File: config.mk
export PLATFORM = sky130hd
export DESIGN_NAME = tpc_sqrt
export DESIGN_NICKNAME = d
export VERILOG_FILES = /design/src/sv/tpc_sqrt.sv
export SDC_FILE = /design/constraint.sdc
export NUM_CORES = 2
export LEC_CHECK = 0
export BUFFER_PORTS_ARGS = -buffer_cell sky130_fd_sc_hd__buf_4
export CAP_MARGIN = 10
export CORE_MARGIN = 4
export CORE_UTILIZATION = 27
export DETAILED_ROUTE_END_ITERATION = 10
export GPL_ROUTABILITY_DRIVEN = 0
export PLACE_DENSITY_LB_ADDON = 0.25
export SLEW_MARGIN = 20
export SYNTH_ARGS = -nofsm -noshare
export SYNTH_HDL_FRONTEND = slang
export SYNTH_SLANG_ARGS = --single-unit
File: constraint.sdc
create_clock -name clk -period 4.3 [get_ports clk]
set_input_delay 0.86 -clock clk [delete_from_list [all_inputs] [get_ports clk]]
set_output_delay 0.86 -clock clk [all_outputs]
set_load 0.01 [all_outputs]
File: src/sv/tpc_sqrt.sv
module tpc_sqrt #(
  parameter int R = 25
) (
  input  logic           clk,
  input  logic           en,
  input  logic [2*R-1:0] op,
  output logic [R-1:0]   root
);

  localparam int W2 = 2 * R;
  localparam int RW = R + 2;

  logic [RW-1:0] rem_r  [R];
  logic [R-1:0]  root_r [R];
  logic [W2-1:0] opnd_r [R];

  for (genvar k = 0; k < R; k++) begin : g_stage
    logic [RW-1:0] rem_in;
    logic [R-1:0]  root_in;
    logic [W2-1:0] opnd_in;
    logic [RW-1:0] rem_sh;
    logic [RW-1:0] trial;
    logic          ge;
    logic [RW-1:0] rem_nxt;
    logic [R-1:0]  root_nxt;

    if (k == 0) begin : g_first
      assign rem_in  = '0;
      assign root_in = '0;
      assign opnd_in = op;
    end else begin : g_next
      assign rem_in  = rem_r[k-1];
      assign root_in = root_r[k-1];
      assign opnd_in = opnd_r[k-1];
    end

    assign rem_sh   = {rem_in[RW-3:0], opnd_in[W2-1-2*k -: 2]};
    assign trial    = {root_in, 2'b01};
    assign ge       = rem_sh >= trial;
    assign rem_nxt  = ge ? rem_sh - trial : rem_sh;
    assign root_nxt = {root_in[R-2:0], ge};

    always_ff @(posedge clk) begin
      if (en) begin
        rem_r[k]  <= rem_nxt;
        root_r[k] <= root_nxt;
        opnd_r[k] <= opnd_in;
      end
    end
  end

  assign root = root_r[R-1];

endmodule

# Yosys cells after proc, flatten, opt, wreduce, memory -nomap -nowiden
# Memories as Yosys holds them, arrays and structs flattened.
# Cells that the tools add are included.
[totals]
reg_bits = 0
ramBits = 2550
inputBits = 52
output_inout_bits = 25
wordCells = 80
n_memories = 3
[mem_list]
columns = ["memory", "words", "width", "read_ports", "rd_ports_with_merged_regs", "write_ports", "line", "text"]
rows = [
  ["opnd_r", 25, 50, 24, 0, 25, "15", "logic [W2-1:0] opnd_r [R];"],
  ["rem_r", 25, 27, 24, 0, 25, "13", "logic [RW-1:0] rem_r [R];"],
  ["root_r", 25, 25, 25, 0, 25, "14", "logic [R-1:0] root_r [R];"],
]
[op_classes]
addsub = 25
n_lt_le_gt_ge = 25
muxes = 27
[op_table]
columns = ["op", "count"]
rows = [
  ["27-bit 2-to-1 mux", 25],
  ["27-bit greater-or-equal comparator", 24],
  ["27-bit subtractor", 24],
  ["2-bit by 1-bit subtractor with 3-bit output, second input constant", 1],
  ["2-bit by 1-bit greater-or-equal comparator with 1-bit output, second input constant", 1],
  ["1-bit 2-to-1 mux", 2],
]

# Depth between registers and ports, before layout
# An unclocked memory read counts as a cell.
[logic_depth]
ltp_word = 3
mapped_depth = 13
depth_no_buf = 11

# Least setup slack after synthesis
# Ideal clock, no wire load.
[synth_timing]
path_type = "register to register"
startpoint = "mem rem_r[5][1] (netlist bit)"
endpoint = "mem rem_r[5][44] (netlist bit) (data pin)"
setup_time_ns = 0.260
t_arrival_ns = 3.095
required_ns = 4.040
path_slack_ns = 0.945
path_stages_with_launch = 11
n_path_buf = 1
period_less_slack_ns = 3.355
cell_sequence = "edfxtp_1 > ha_1 > a21oi_1 > a211oi_1 > nor3_1 > a211oi_1 > a221oi_1 > o31ai_1 > a21oi_1 > buf_2 > mux2_2"
[synth_lines]
columns = ["element", "line"]
rows = [
  ["start: declaration", "13"],
]

==> results.md <==
* Vias post-DR at between 40000 and 50000
* Register area share after synthesis at between 60 and 70%
* Post-CTS Setup Bufs at 0
* Top routing layer in use: met4
* Clock Skew at between 40 and 50 ps
* Post-CTS Resized at 0
* Yosys warns at 0
* CP max-delay cell: a221oi_1
* PwrDens at between 500 and 600 nW/um^2
* Area growth from synthesis to layout at 15.6%
* Slew Limit Fails at 0
* Total GRT Usage at between 10% and 20%
* Top FF cell, synth: edfxtp_1
* Synth Area per Inst at roughly 13 sq um
* CP endpoint kind: register
* Hold_sp: op[29]
* Min cycle time layout at ~3800 ps
* Residual DRC at 0
* Cell count after synthesis at roughly 5300
* Crit start category: register
* Hold Path End: opnd_r[0][29]
* Switching Power at 11200 uW
* CP max stage delay at between 400 and 500 ps
* DRT met1 WL at around 61000 um
* Clock-pin slew on the worst setup and hold paths at about 60 ps
* Asr flop ratio synth at 0%
* Mapped cell area at around 70000 sq um
* Most frequent cell after synthesis: edfxtp_1
* Worst min-delay path class: primary input to register
* Vias per cell at 4.48
* Seq cells post-synth at 1492
* Clock Sinks at 1492
* Setup TNS at 0 ps
* I/O pin count at between 70 and 80
* Arrival @ worst endpoint at roughly 4400 ps
* Largest net degree at the start of global routing at 123
* Slew margin rel. at 36.5%
* H-tree levels at 4
* PortBufs at between 70 and 80
* Tightest Pin Transition at 929 ps
* Final Hold Fails at 0
* Switching fraction of total power at 27.1%
* Leakage power total at around 0.030 uW
* Final setup fails at 0
* Clock Path Buffers at 3
* Synth area leaders: edfxtp_1 65%, ha_1 6.3%, xnor2_1 2.9%
* Peak VDD IR at roughly 360 uV
* EDFF count, synth at approximately 1500
* Fmax at 0.261 GHz
* Crit-path cells: ha_1, a21oi_1, a211oi_1, nor3_1, a211oi_1, a221oi_1, o31ai_1, a21oi_2, buf_4, mux2_2
* Combinational group share of total power at a little under a fifth
* Worst-Skew Late Latency at 810 ps
* Syn_nets at 5714
* Worst R2R Path Depth at 10
* FP Rows at 185
* Core Region at 255000 sq um
* Status: complete, no violations
* DP Wirelength at about 97000 um
* Top cell type's share of synthesized area at approximately 65%
* Routed wire length per instance at around 15 um
* Clk pwr share at between 30% and 40%
* Fin nets at between 5000 and 6000
* Die Span Y at between 500 and 600 um
* CP most frequent cell: a211oi_1
* Max Fanout on Critical Path at 18
* Drt total wl at approximately 140000 um
* Cell taking the most area after synthesis: edfxtp_1
* WHS Path Cells at 1
* # diodes at 0
* Post-Place Worst Slack at between 500 and 600 ps
* Internal at around 30000 uW
* MaxCap Viol Count at 0
* Post-DP Area at between 70000 and 80000 sq um
* Share of layout cells above drive strength 1 at around a tenth
* R2r endpoint: rem_r[5][29]
* CTS tree: built
* Vias in the first global route at just over 40000
* Final instance area at between 80000 and 90000 sq um
* Met3 Routed Length at 5420 um
* CTS buffer count at about 180
* Post-DRT Antenna Nets at 0
* Routed length on met2 at roughly 66000 um
* Seq pwr share at a little under half
* Final Hold Slack at 220 ps
* First-pass GRT wire length at roughly 220000 um
* Final worst slack at between 400 and 500 ps
* Tcrit/Tclk final at 89.0%
* Distinct cells, synth at 90
* Fin util at about a third
* Top cells by count, synth: 1492 x edfxtp_1, 441 x inv_1, 376 x nand2_1, 351 x ha_1, 312 x nor2_1
* Detailed Routing Iterations Pass 1 at 5
* Initial antenna violation count at 1
* Die Area at ~270000 sq um
* Reg2reg start: rem_r[5][1]
* Gr ovfl total at 0
* Critical Path RT at 4830 ps
* Root Buffer Master: clkbuf_16
* Die X at around 500 um
* RSZ-0062 raised after global routing: no
* Kind of critical path: register to register
* Initial Utilization at 27.2%
* Hold Buf Count CTS at 0
* R2R setup slack at 470 ps
* Initial DRC count at 2621
## state kept, by name, summed over array words and instances, names as in the netlist
name	flops
root_r	325
rem_r	567
opnd_r	600
## per-layer routing
metal | track usage [%] | up-vias
li1 | - | 20200
met1 | 13.0 | 19400
met2 | 17.3 | 666
met3 | 2.01 | 262
met4 | 3.64 | 0
met5 | 0 | -
## per-stage QoR
| stage | total power, uW | std cells |
|---|---|---|
| finish | 41400 | 9045 |
| global route | 43800 | 9045 |
| CTS | 42100 | 9045 |
| detailed placement | 27200 | 8729 |
| global placement | 27100 | 8729 |
| floorplan | 24800 | 5311 |
## power groups by stage
| stage | combinational [uW] | clock (uW) | sequential [uW] |
|---|---|---|---|
| after global placement | 7390 | 0 | 19700 |
| final | 7520 | 14500 | 19400 |
| after floorplan | 5650 | 0 | 19100 |
| after CTS | 7540 | 15200 | 19400 |
| after global routing | 8460 | 15800 | 19600 |
| after detailed placement | 7490 | 0 | 19700 |
## cells in the final DEF, fill, tap and decap left out, types with 30 or more instances in the layout
cell type  instances
a211oi_1          33
a21o_1           104
a21oi_1          288
buf_4            124
clkbuf_1          34
clkbuf_16        176
clkinv_1          44
edfxtp_1        1492
ha_1             351
inv_1            441
mux2_2            88
nand2_1          376
nand2b_1          70
nand3_1           79
nand4_1           52
nor2_1           312
nor2b_1           47
nor3_1           115
nor4_1            73
o211ai_1          31
o21a_1            71
o21ai_0          283
o31ai_1           42
or2_2             30
or3_1             47
xnor2_1          228
xor2_1           205
## critical path: cells and delay by family, from the launching register on
| family | cells | cell delay (ps) |
|---|---|---|
| fa+ha+maj | 1 | 390 |
| compound gates | 6 | 1540 |
| mux | 1 | 390 |
| buf+inv | 1 | 310 |
| flops | 1 | 400 |
| simple gates | 1 | 480 |
## cell families after synthesis
| logic type | count (synthesis) | synth area share (%) |
|---|---|---|
| AO/OA/AOI/OAI | 1059 | 9.60 |
| AND/OR/NAND/NOR | 1345 | 9.64 |
| buffers and inverters | 532 | 2.89 |
| flip-flops | 1492 | 64.5 |
| multiplexers | 98 | 1.57 |
| adder cells (fa/ha/maj) | 351 | 6.32 |
| XOR/XNOR | 433 | 5.46 |
| other | 1 | 0.00540 |
## cell type report
type,instances,area [sq um]
clock inverters,106,1110
flip-flops and latches,1492,44800
inverters,443,1660
well taps,3366,4210
fillers,25300,175000
multi-input cells,3287,22700
repair buffers,141,1280
clock buffers,210,4530
## worst max-delay path by stage
stage | startpoint | end | cells past startpoint | slack [ps]
after global routing | rem_r[5][1] | rem_r[5][29] | 10 | 170
after CTS | rem_r[5][1] | rem_r[5][29] | 10 | 520
after detailed placement | rem_r[5][1] | rem_r[5][29] | 10 | 580
after floorplan | rem_r[5][1] | rem_r[5][44] | 10 | 940
final | rem_r[5][1] | rem_r[5][29] | 10 | 470
after global placement | rem_r[5][1] | rem_r[5][29] | 10 | 600
Note: power is estimated with default switching activity, not from simulation.
