[src/sv/tpc_pkg.sv]
package tpc_pkg;

  localparam int PERIM_W = 27;
  localparam int DIST_STAGES = 4;

  typedef logic [1:0] cls_t;

  localparam cls_t CLS_EQUI = 2'd0;
  localparam cls_t CLS_ISO  = 2'd1;
  localparam cls_t CLS_SCAL = 2'd2;

endpackage

[src/sv/tpc_dist.sv]
module tpc_dist
  import tpc_pkg::*;
#(
  parameter int CB = 16
) (
  input  logic                 clk,
  input  logic                 en,
  input  logic signed [CB-1:0] ax,
  input  logic signed [CB-1:0] ay,
  input  logic signed [CB-1:0] bx,
  input  logic signed [CB-1:0] by,
  input  logic signed [CB-1:0] cx,
  input  logic signed [CB-1:0] cy,
  output logic [2*CB:0]        d0_o,
  output logic [2*CB:0]        d1_o,
  output logic [2*CB:0]        d2_o,
  output cls_t                 cls_o
);

  localparam int DW = 2 * CB + 1;

  function automatic logic [CB-1:0] abs_diff(input logic signed [CB-1:0] p,
                                             input logic signed [CB-1:0] q);
    logic signed [CB:0] df;
    logic [CB:0]        mag;
    df  = (CB+1)'(p) - (CB+1)'(q);
    mag = df[CB] ? (CB+1)'(-df) : df;
    return mag[CB-1:0];
  endfunction

  logic [CB-1:0]   ux_r [3];
  logic [CB-1:0]   uy_r [3];
  logic [2*CB-1:0] sx_r [3];
  logic [2*CB-1:0] sy_r [3];
  logic [DW-1:0]   d_r  [3];
  logic [DW-1:0]   dq_r [3];
  cls_t            cls_r;
  cls_t            cls_nxt;

  always_comb begin
    if (d_r[0] == d_r[1] && d_r[1] == d_r[2]) begin
      cls_nxt = CLS_EQUI;
    end else if (d_r[0] == d_r[1] || d_r[1] == d_r[2] || d_r[0] == d_r[2]) begin
      cls_nxt = CLS_ISO;
    end else begin
      cls_nxt = CLS_SCAL;
    end
  end

  always_ff @(posedge clk) begin
    if (en) begin
      ux_r[0] <= abs_diff(ax, bx);
      uy_r[0] <= abs_diff(ay, by);
      ux_r[1] <= abs_diff(bx, cx);
      uy_r[1] <= abs_diff(by, cy);
      ux_r[2] <= abs_diff(cx, ax);
      uy_r[2] <= abs_diff(cy, ay);
      for (int i = 0; i < 3; i++) begin
        sx_r[i] <= ux_r[i] * ux_r[i];
        sy_r[i] <= uy_r[i] * uy_r[i];
        d_r[i]  <= {1'b0, sx_r[i]} + {1'b0, sy_r[i]};
        dq_r[i] <= d_r[i];
      end
      cls_r <= cls_nxt;
    end
  end

  assign d0_o  = dq_r[0];
  assign d1_o  = dq_r[1];
  assign d2_o  = dq_r[2];
  assign cls_o = cls_r;

endmodule

[config.mk]
export PLATFORM = sky130hd
export DESIGN_NAME = tpc_dist
export DESIGN_NICKNAME = d
export VERILOG_FILES = /design/src/sv/tpc_pkg.sv /design/src/sv/tpc_dist.sv
export SDC_FILE = /design/constraint.sdc
export NUM_CORES = 2
export LEC_CHECK = 0
export BUFFER_PORTS_ARGS = -buffer_cell sky130_fd_sc_hd__clkbuf_2
export CORE_MARGIN = 2
export CORE_UTILIZATION = 45
export CTS_BUF_LIST = sky130_fd_sc_hd__clkbuf_2 sky130_fd_sc_hd__clkbuf_4 sky130_fd_sc_hd__clkbuf_8
export CTS_CLUSTER_DIAMETER = 40
export DETAILED_ROUTE_END_ITERATION = 6
export GPL_TIMING_DRIVEN = 1
export PLACE_DENSITY = 0.64
export REMOVE_ABC_BUFFERS = 1
export SKIP_LAST_GASP = 1
export SLEW_MARGIN = 20
export SYNTH_ARGS = -nofsm -noshare
export SYNTH_HDL_FRONTEND = slang
export SYNTH_SLANG_ARGS = --single-unit
[constraint.sdc]
create_clock -name clk -period 8.1 [get_ports clk]
set_clock_uncertainty 0.2 [all_clocks]
set_input_delay 0.405 -clock clk [delete_from_list [all_inputs] [get_ports clk]]
set_output_delay 0.405 -clock clk [all_outputs]
set_load 0.01 [all_outputs]
* Word level (Yosys, flattened, before mapping)
Memories as Yosys holds them, arrays and structs flattened.
Cells that the tools add are included.
** Operators by class
- $add $sub $neg :: 15
- $mul :: 6
- Div/mod/pow operators :: 0
- Order comparisons :: 0
- Equal/unequal tests :: 3
- Shift operators :: 0
- Mux-type cells :: 9
- Bitwise operators :: 0
- Reductions and logical operators :: 3
** Operator list (count)
- 16-bit by 16-bit multiplier with 32-bit output :: 6
- 16-bit by 16-bit subtractor with 17-bit output :: 6
- 32-bit by 32-bit adder with 33-bit output :: 3
- 33-bit == test :: 3
- 16-bit two-way mux :: 6
- 16-bit negator :: 6
- 1-bit logical OR :: 2
- 1-bit two-way mux :: 2
- 2-bit two-way mux :: 1
- 1-bit logical AND :: 1
** Word-level totals
- Bits in registers :: 2
- Bits in latches :: 0
- Memory bits (writable) :: 486
- Memory bits (read-only) :: 0
- Bits of input ports :: 98
- Output and inout port bits :: 101
- Logic and storage cells :: 43
- Memories :: 6
** Memories
- d_r :: depth 3, bits a word 33, read ports 3, clocked after memory_dff 0, wr ports 3, RTL line tpc_dist.sv:35 : logic [DW-1:0] d_r [3];
- dq_r :: depth 3, bits a word 33, read ports 3, clocked after memory_dff 0, wr ports 3, RTL line tpc_dist.sv:36 : logic [DW-1:0] dq_r [3];
- sx_r :: depth 3, bits a word 32, read ports 3, clocked after memory_dff 0, wr ports 3, RTL line tpc_dist.sv:33 : logic [2*CB-1:0] sx_r [3];
- sy_r :: depth 3, bits a word 32, read ports 3, clocked after memory_dff 0, wr ports 3, RTL line tpc_dist.sv:34 : logic [2*CB-1:0] sy_r [3];
- ux_r :: depth 3, bits a word 16, read ports 3, clocked after memory_dff 0, wr ports 3, RTL line tpc_dist.sv:31 : logic [CB-1:0] ux_r [3];
- uy_r :: depth 3, bits a word 16, read ports 3, clocked after memory_dff 0, wr ports 3, RTL line tpc_dist.sv:32 : logic [CB-1:0] uy_r [3];

* Depth between registers and ports, before layout
- Depth in word-level cells :: 4
- Mapped depth :: 26
- Depth with buffers taken out :: 25

* Worst setup path after synthesis
Ideal clock, no wire load.
- Path kind :: reg2reg
- Start point :: mem uy_r[1][1], in the netlist uy_r[0][17]
- End point :: mem sy_r[0][63] (netlist name), data pin
- Setup time :: 0.255 ns
- Data arrival time :: 6.299 ns
- Data required time :: 7.645 ns
- Slack :: 1.346 ns
- Cell stages (with the launch flop) :: 26
- Path buffers :: 2
- Period minus slack after synthesis :: 6.754 ns
- Path through :: edfxtp_1 -> clkbuf_1 -> clkbuf_1 -> and2_1 -> fa_1 -> inv_1 -> fa_1 -> inv_1 -> fa_1 -> inv_1 -> fa_1 -> inv_1 -> fa_1 -> inv_1 -> fa_1 -> inv_1 -> ha_1 -> and3_1 -> o2111ai_1 -> a41oi_1 -> o31ai_1 -> a31oi_1 -> and4_1 -> a2111oi_0 -> o21ai_0 -> and3_1
** RTL lines (RTL line)
- from (decl) :: tpc_dist.sv:32
- to (decl) :: tpc_dist.sv:34

==> flow_metrics.py <==
metrics = {
    "status": {
        "status": "finished clean",
    },
    "sta": {
        "setup_viol": 0,
        "hold_violations": 0,
        "maxClockFrequency_ghz": 0.1348,
        "relSlewSlack_pct": 22.73,
        "tightest_slew_ns": 1.148,
        "layout_worst_path_cycle_share_pct": 91.56,
        "final_max_slew_viol_count": 0,
        "setup_ws_ns": 0.6837,
        "grt_setup_unrepaired": "no",
        "fin_crit_ns": 7.416,
        "totalNegativeSetupSlack_ns": 0,
    },
    "synth": {
        "area_fraction_of_the_dominant_cell_type_after_synthesis_pct": 28.72,
        "yosys-top-cells-area": "sky130_fd_sc_hd__fa_1 (29%), sky130_fd_sc_hd__edfxtp_1 (21%), sky130_fd_sc_hd__ha_1 (15%), sky130_fd_sc_hd__inv_1 (9.1%), sky130_fd_sc_hd__xnor2_1 (4.2%)",
        "yosys_warning_total": 0,
        "synth_enable_flop_cells": 482,
        "ys_types": 84,
        "synth_async_sr_flop_share_pct": 0,
        "synth_cells": 6924,
        "synth.avg_cell_area_um2": 9.847,
        "synth_area_leader_cell": "sky130_fd_sc_hd__fa_1",
        "post_synth_instance_area_um2": 68180,
        "synthesis_stage_register_bit_count": 482,
        "synth_ff_type": "sky130_fd_sc_hd__edfxtp_1",
        "ys_seq_area_share_pct": 21.23,
    },
    "setup_path": {
        "cpLargestDelayFamily": "adder cells",
        "critical_path.endpoint_type": "flop",
        "path_max_fanout": 16,
        "worst_setup_path_start_kind": "flop",
        "worst-r2r-cell-count": 23,
        "crit_cells": 23,
        "critical_path.n_buffers_inverters": 6,
        "arrival_ns": 7.76,
        "cpMaxStageDelayCell": "sky130_fd_sc_hd__o41ai_1",
        "cpPeakStageDelay_ns": 0.72,
        "critPathLaunch": "ux_r[0][26]$_DFFE_PP_",
        "cp_cell_sequence": "and2_1 > fa_1 > inv_1 > fa_1 > inv_1 > fa_1 > inv_1 > fa_1 > inv_1 > fa_1 > inv_1 > fa_1 > inv_1 > ha_1 > a21oi_1 > o21bai_1 > a21oi_1 > or3_1 > nand3_1 > o41ai_1 > o211ai_1 > o31a_1 > a311o_1",
        "criticalPathCategory": "reg -> reg",
        "critical_path.reg2reg.startpoint": "ux_r[0][26]$_DFFE_PP_",
        "crit_required_ns": 8.45,
    },
    "final_layout": {
        "layout_common_cells": "sky130_fd_sc_hd__inv_1 (1648), sky130_fd_sc_hd__fa_1 (978), sky130_fd_sc_hd__ha_1 (793)",
        "synthToLayoutAreaGrowth_pct": 8.222,
        "final_nets": 9012,
        "mostFrequentLayoutCell": "sky130_fd_sc_hd__inv_1",
        "multiInputGateArea_um2": 47030,
        "drive_gt1_share_pct": 6.193,
        "post_layout_nonfiller_instances": 9239,
        "fillers": 13890,
        "seq_cell_area_um2": 14470,
    },
    "hold_path": {
        "hold_startpoint": "cy[1]",
        "timing.hold.worst_path_depth": 4,
        "worstHoldPathType": "in -> reg",
    },
    "detailed_routing": {
        "routed_wirelength_um": 170600,
        "wire_per_inst_um": 18.46,
        "route.detailed.drc": 0,
        "drtAntennaViolNets": 0,
        "vias_per_cell": 5.194,
        "detail_route.first_pass.iterations": 6,
        "drt-initial-drc-count": 3196,
        "route.vias.total": 47990,
    },
    "floorplan": {
        "core.rowCount": 142,
        "core_area_um2": 150100,
        "floorplan.initialDensity_pct": 45.41,
        "full_die_area_um2": 154600,
        "die-height_um": 393.2,
        "ios": 199,
        "chipWidth_um": 393.2,
    },
    "clock_network": {
        "cts.htree.levels": 3,
        "cts.repair.resized": 0,
        "post-cts-setup-buffers": 0,
        "clk_latency_ns": 0.81,
        "ctsLongestPathBuffers": 3,
        "cts.sink_count": 482,
        "tritoncts": "built",
        "cts_buffers": 90,
        "path_clk_slew_ns": 0.06,
        "cts_hold_repair.buffers": 15,
        "cts.root.buffer_cell": "sky130_fd_sc_hd__clkbuf_8",
    },
    "global_routing": {
        "grt_max_degree": 145,
        "initial_antenna_violation_count": 11,
        "grt_first_pass_wirelength_um": 271200,
        "total_global_route_track_usage_pct": 22.70,
        "globalRoute.totalOverflow": 0,
        "grt_pass1_vias": 50080,
    },
    "place": {
        "port_buffers": 198,
        "placedCellCount": 9052,
        "gpl.final_weighted_congestion": 0.9548,
        "pre_cts_slack_ns": 0.7165,
        "dpl.hpwl_um": 142900,
    },
    "run": {
        "max_cap_viol_count": 0,
    },
}
final timing paths:
check,end,slack (ns)
setup / recovery,sx_r[0][60]$_DFFE_PP_,0.68
setup reg to reg,sx_r[0][60]$_DFFE_PP_,0.68
hold reg to reg,d_r[0][35]$_DFFE_PP_,0.34
hold / removal,uy_r[0][33]$_DFFE_PP_,0.12
per-stage QoR:
| stage | util [%] | instance area [um2] | hold WS (ns) |
|---|---|---|---|
| global placement | 47.67 | 71560 | 0.3149 |
| floorplan | - | 67690 | 0.2902 |
| detailed placement | 47.67 | 71560 | 0.3261 |
| CTS | 49.14 | 73770 | 0.03506 |
| global route | 49.14 | 73780 | 0.09967 |
| finish | 49.15 | 73780 | 0.1247 |
flip-flops by register name, indices dropped and copies added (netlist names):
name   count
sx_r      93
sy_r      93
dq_r      99
ux_r      48
uy_r      48
cls_o      2
d_r       99
cell usage after synthesis (10+ instances only):
master	instances
sky130_fd_sc_hd__and2_1	261
sky130_fd_sc_hd__a31o_2	11
sky130_fd_sc_hd__xnor2_1	330
sky130_fd_sc_hd__o21bai_1	46
sky130_fd_sc_hd__nor2_1	291
sky130_fd_sc_hd__o211ai_1	17
sky130_fd_sc_hd__nor4_1	34
sky130_fd_sc_hd__a21o_1	123
sky130_fd_sc_hd__edfxtp_1	482
sky130_fd_sc_hd__nor3_1	69
sky130_fd_sc_hd__o21a_1	55
sky130_fd_sc_hd__or3_1	20
sky130_fd_sc_hd__nand3_1	68
sky130_fd_sc_hd__a211oi_1	28
sky130_fd_sc_hd__a31oi_1	28
sky130_fd_sc_hd__o41ai_1	10
sky130_fd_sc_hd__nand2_1	558
sky130_fd_sc_hd__o21ai_1	46
sky130_fd_sc_hd__and3_1	33
sky130_fd_sc_hd__or2_2	18
sky130_fd_sc_hd__nand4_1	27
sky130_fd_sc_hd__o31ai_1	21
sky130_fd_sc_hd__nand2b_1	44
sky130_fd_sc_hd__clkbuf_1	128
sky130_fd_sc_hd__inv_1	1648
sky130_fd_sc_hd__xor2_1	192
sky130_fd_sc_hd__fa_1	978
sky130_fd_sc_hd__nor2b_1	54
sky130_fd_sc_hd__a21oi_1	255
sky130_fd_sc_hd__o21ai_0	94
sky130_fd_sc_hd__o31a_1	15
sky130_fd_sc_hd__ha_1	793
worst min-delay path: stages:
cell and delay (ns):
sky130_fd_sc_hd__clkbuf_2 0.16, sky130_fd_sc_hd__fa_1 0.20, sky130_fd_sc_hd__inv_1 0.07, sky130_fd_sc_hd__o21ai_0 0.18
area by class of cell:
| class | count | share of cell area (%) |
|---|---|---|
| clock buffers | 106 | 1.850 |
| well taps | 2016 | 3.419 |
| clock inverters | 61 | 0.9378 |
| repair buffers | 256 | 2.032 |
| inverters | 1648 | 8.384 |
| multi-input cells | 4665 | 63.74 |
| diodes | 5 | 0.01696 |
| flip-flops and latches | 482 | 19.62 |
cell families after synthesis:
kind of cell / count (synthesis) / share of synthesized area [%]
AO/OA/AOI/OAI: 852 / 8.233
flip-flops: 482 / 21.23
multiplexers: 12 / 0.1945
buffers and inverters: 1777 / 9.785
AND/OR/NAND/NOR: 1508 / 10.58
adder cells (fa/ha/maj): 1771 / 43.27
XOR/XNOR: 522 / 6.706
routing by layer:
layer,vias to the layer above,share of wire [%],global-route usage (%)
met5,-,0.020,0
li1,22500,-,-
met4,4,2.5,6.061
met2,1250,49,38.39
met1,24010,43,30.70
met3,228,5.8,2.931
Power is left out: the tool's default activity adds up to more than one toggle a clock period on the data nets, which glitch-free logic cannot reach.
